File: src/hw/rtl/pct_pkg.sv
package pct_pkg;

  // input actions
  localparam logic [1:0] ACT_WRITE_WEIGHT = 2'd0;
  localparam logic [1:0] ACT_RECALL       = 2'd1;
  localparam logic [1:0] ACT_TRAIN        = 2'd2;
  localparam logic [1:0] ACT_END_EPOCH    = 2'd3;

  // configuration register indexes
  localparam logic [1:0] REG_LEARNING_RATE = 2'd0;
  localparam logic [1:0] REG_INPUT_COUNT   = 2'd1;
  localparam logic [1:0] REG_OUTPUT_COUNT  = 2'd2;

  // configuration reset values
  localparam logic [15:0] LEARNING_RATE_RST = 16'd13107;
  localparam logic [4:0]  INPUT_COUNT_RST   = 5'd16;
  localparam logic [3:0]  OUTPUT_COUNT_RST  = 4'd8;

  // result kinds
  localparam logic KIND_SAMPLE = 1'b0;
  localparam logic KIND_EPOCH  = 1'b1;

  // Q15.16 weight limits in the widened update format
  localparam logic signed [33:0] W_MAX = 34'sd2147483647;
  localparam logic signed [33:0] W_MIN = -34'sd2147483648;

  typedef struct packed {
    logic valid;
    logic upd;
    logic bias;
    logic err_neg;
  } s1_ctl_t;

  typedef struct packed {
    logic we;
    logic changed;
  } wb_ctl_t;

endpackage

File: src/hw/rtl/pct_arith.sv
module pct_arith #(
  parameter int ACC_W = 53,
  parameter int WA_W  = 8
) (
  input  logic                    clk,
  input  logic                    rst_n,
  input  pct_pkg::s1_ctl_t        s1_ctl,
  input  logic [WA_W-1:0]         s1_addr,
  input  logic signed [31:0]      s1_weight,
  input  logic signed [15:0]      s1_feature,
  input  logic [15:0]             eta,
  input  logic                    acc_clr,
  output logic signed [ACC_W-1:0] acc,
  output logic                    s2_valid,
  output pct_pkg::wb_ctl_t        wb_ctl,
  output logic [WA_W-1:0]         wb_addr,
  output logic signed [31:0]      wb_data
);
  import pct_pkg::*;

  logic signed [16:0]      x_ext;
  logic signed [16:0]      x_abs;
  logic signed [16:0]      b_op;
  logic signed [32:0]      a_op;
  logic signed [49:0]      prod;
  logic                    s1_neg;

  logic                    s2_v_r;
  logic                    s2_upd_r;
  logic                    s2_neg_r;
  logic signed [49:0]      prod_r;
  logic [WA_W-1:0]         s2_addr_r;
  logic signed [31:0]      s2_w_r;
  logic signed [ACC_W-1:0] acc_r;

  logic [32:0]             m_round;
  logic [24:0]             mag;
  logic signed [33:0]      step;
  logic signed [33:0]      sum34;
  logic signed [33:0]      sat;

  // stage 1: one shared multiplier, w*x for the sum or eta*|x| for the step
  always_comb begin
    x_ext = {s1_feature[15], s1_feature};
    x_abs = x_ext[16] ? -x_ext : x_ext;
    if (s1_ctl.upd) begin
      a_op = $signed({17'd0, eta});
      // eta*256 rounds back to eta exactly
      b_op = s1_ctl.bias ? 17'sd256 : x_abs;
    end else begin
      a_op = {s1_weight[31], s1_weight};
      b_op = s1_ctl.bias ? -17'sd256 : x_ext;
    end
    prod = a_op * b_op;
    // bias input is -1, so its step has the opposite sign of the error
    s1_neg = s1_ctl.bias ? !s1_ctl.err_neg : (x_ext[16] ^ s1_ctl.err_neg);
  end

  always_ff @(posedge clk) begin
    if (!rst_n) begin
      s2_v_r <= 1'b0;
    end else begin
      s2_v_r <= s1_ctl.valid;
    end
    prod_r    <= prod;
    s2_upd_r  <= s1_ctl.upd;
    s2_neg_r  <= s1_neg;
    s2_addr_r <= s1_addr;
    s2_w_r    <= s1_weight;
    if (acc_clr) begin
      acc_r <= '0;
    end else if (s2_v_r && !s2_upd_r) begin
      acc_r <= acc_r + ACC_W'(prod_r);
    end
  end

  // stage 2: round the step, add and saturate
  always_comb begin
    m_round = {1'b0, prod_r[31:0]} + 33'd128;
    mag     = m_round[32:8];
    step    = s2_neg_r ? -$signed({9'd0, mag}) : $signed({9'd0, mag});
    sum34   = {{2{s2_w_r[31]}}, s2_w_r} + step;
    if (sum34 > W_MAX) begin
      sat = W_MAX;
    end else if (sum34 < W_MIN) begin
      sat = W_MIN;
    end else begin
      sat = sum34;
    end
  end

  assign acc            = acc_r;
  assign s2_valid       = s2_v_r;
  assign wb_ctl.we      = s2_v_r && s2_upd_r;
  assign wb_ctl.changed = (sat[31:0] != s2_w_r);
  assign wb_addr        = s2_addr_r;
  assign wb_data        = sat[31:0];

endmodule

File: config.mk
export PLATFORM = sky130hd
export DESIGN_NAME = pct_arith
export DESIGN_NICKNAME = d
export VERILOG_FILES = /design/src/hw/rtl/pct_pkg.sv /design/src/hw/rtl/pct_arith.sv
export SDC_FILE = /design/constraint.sdc
export NUM_CORES = 2
export LEC_CHECK = 0
export BUFFER_PORTS_ARGS = -buffer_cell sky130_fd_sc_hd__buf_2
export CORE_ASPECT_RATIO = 1.75
export CORE_MARGIN = 2
export CORE_UTILIZATION = 45
export DETAILED_ROUTE_END_ITERATION = 10
export GPL_TIMING_DRIVEN = 0
export HOLD_SLACK_MARGIN = 0.1
export SYNTH_ARGS = -nofsm -noshare
export SYNTH_HDL_FRONTEND = slang
export SYNTH_SLANG_ARGS = --single-unit
export TNS_END_PERCENT = 1
File: constraint.sdc
create_clock -name clk -period 11.41 [get_ports clk]
set_clock_uncertainty 0.2 [all_clocks]
set_input_delay 1.7115 -clock clk [delete_from_list [all_inputs] [get_ports clk]]
set_output_delay 1.7115 -clock clk [all_outputs]
set_load 0.01 [all_outputs]
==> metrics <==
status completed; Mean Syn Cell Area 8.39 um2; minimum clock period 11.31 ns; area of the multi-input gates 23800 um2; Die Wd 198 um; I/O Pins 175; crit share post-route 0.991; commonest non-fill, non-tap cell in the layout inv_1; RD Place Congestion 1.04; Syn Std Cell Area 29500 um2; synth top area cells fa_1, dfxtp_1, ha_1; via count 25359; GRT met2 Usage 0.574; CP Max Fanout 10; cell row count 124; hold slack 0.272 ns; CORE AREA 65200 um2; Reg area 2920 um2; cell repeated most along the worst path fa_1; # nets final 4520; Initial Util 0.453; top cell type's share of synthesized area 0.358; DIE AREA 67700 um2; vias in the first global route 26580; Slew Limit Fails 0; clk root buf clkbuf_16; final hold violation count 0; ys flop type dfxtp_1; hold crit path type reg2reg; Worst Tran Pin Value 1.29 ns; gr ovfl total 0; Vias/cell 5.58; Rel. slew slack 0.113; commonest non-fill, non-tap cells in the layout inv_1, fa_1, nand2_1, nor2_1, ha_1; clk sinks 146; Synth cell types 87; unrepaired setup endpoints after global routing no; GR Util met1 0.310; WP data required 11.57 ns; Worst-path clk slew 0.07 ns; final setup fails 0; sequential fraction of the synthesis area 0.0991; Yosys top cell by area fa_1; Post-synth EDFFs 0; WL/cell 22.9 um; Fillers 6570; Worst-Skew Late Latency 0.45 ns; Syn Nets 4327; Mapped Cells 3516; largest net degree at the start of global routing 17; FFs w/ async S/R, synth 0; layout cell share with drive strength beyond 1 0.0750; aggregate global-route resource usage 0.313; #FFs+latches synth 146; antenna-violating nets left 0; Critical Path AT 11.47 ns; DRC 0; Crit-path slowest cell buf_1; crit path kind in2reg; fin cells 4548; first-pass GRT wire length 155000 um; Clock Path Buffers 2; iteration-0 DRC count of the detailed router 1405; CTS tree built; IO Port Bufs 172; dpl hpwl 91500 um; htree depth 4; antenna violations before repair 9; Syn. warnings 0; Critical Path Max Stage Delay 0.84 ns; Fmax 88.4 MHz; Pre-antenna DRT Iters 6; cts bufs inserted 17; Max Cap Viol 0; # hold bufs at CTS 0; Critical Path End Type register; P&R area growth vs syn 8.87%; M3 GR Usage 0.0379; Die H 343 um; GRT busiest layer met2; DP Cell Count 4507; routed wire length 104000 um; Worst setup SP type primary input
## timing repair
action	4_1_cts	5_1_grt
setup buffers	1	1
gates resized for setup	7	10
pin swaps	1	1
setup endpoints to repair	15	6
## synthesized netlist by cell type (17+ instances only)
master,n
dfxtp_1,146
nand2b_1,39
nor2_1,292
a21oi_1,184
nor2b_1,34
and3_1,22
nand2_1,512
o21bai_1,19
xor2_1,51
fa_1,528
clkbuf_1,116
a21o_1,69
a211oi_1,20
nand3_1,40
nand4_1,21
xnor2_1,142
mux2i_1,24
mux2_2,17
o21ai_0,88
inv_1,626
a31oi_1,17
nor3_1,25
ha_1,204
or3_1,29
o21a_1,22
## layout make-up
type                    count  share of cell area
diodes                      7            0.000545
plain buffers             141              0.0174
clock buffers              18              0.0134
clock inverters            14             0.00541
inverters                 627              0.0733
multi-input cells        2602               0.739
flip-flops and latches    146              0.0910
well taps                 819              0.0319
repair buffers            174              0.0277
## metal layers
metal	up-vias	wire, um
met1	12584	34100
met5	-	9
met4	2	10700
met3	367	5360
li1	11516	-
met2	890	54100
## sequential cells by signal, summed over array words and instances (netlist names)
register,cells
s2_w_r,32
s2_upd_r,1
s2_neg_r,1
s2_valid,1
acc,53
prod_r,50
wb_addr,8
## worst paths after layout
kind	cells after the start	slack, ns	endpoint	startpoint
min reg2reg	2	0.27	acc[25]$_SDFFE_PP0P_	acc[25]$_SDFFE_PP0P_
max	30	0.10	prod_r[48]$_DFF_P_	s1_ctl[2]
min	2	0.27	acc[25]$_SDFFE_PP0P_	acc[25]$_SDFFE_PP0P_
max reg2reg	16	6.68	acc[52]$_SDFFE_PP0P_	acc[0]$_SDFFE_PP0P_
## through the flow
| step | TNS [ns] | setup WS, ns | util | area, um2 |
|---|---|---|---|---|
| floorplan | 0 | 1.10 | - | 29500 |
| global placement | -15.46 | -1.62 | 0.482 | 31400 |
| detailed placement | -15.69 | -1.62 | 0.482 | 31400 |
| CTS | 0 | 0.0844 | 0.492 | 32100 |
| global route | 0 | 0.00309 | 0.493 | 32100 |
| finish | 0 | 0.101 | 0.493 | 32100 |
## cells by family (layout without fill, tap and decap cells)
logic type | after synthesis | after routing | synth area share
AO/OA/AOI/OAI | 536 | 536 | 0.118
flip-flops | 146 | 146 | 0.0991
other | 0 | 7 | 0
XOR/XNOR | 195 | 195 | 0.0586
adder cells (fa/ha/maj) | 732 | 732 | 0.445
buffers and inverters | 768 | 974 | 0.0986
AND/OR/NAND/NOR | 1098 | 1098 | 0.167
multiplexers | 41 | 41 | 0.0146
## critical path, delay by kind of cell
| kind | cells | cell delay [ns] |
|---|---|---|
| multiplexers | 1 | 0.53 |
| adder cells (fa/ha/maj) | 7 | 3.46 |
| XOR/XNOR | 1 | 0.17 |
| AND/OR/NAND/NOR | 5 | 1.32 |
| buffers and inverters | 8 | 2.22 |
| AO/OA/AOI/OAI | 8 | 2.04 |
Power is not shown: default switching activity piles up to over one toggle a cycle in this logic, so the estimate is an artifact.
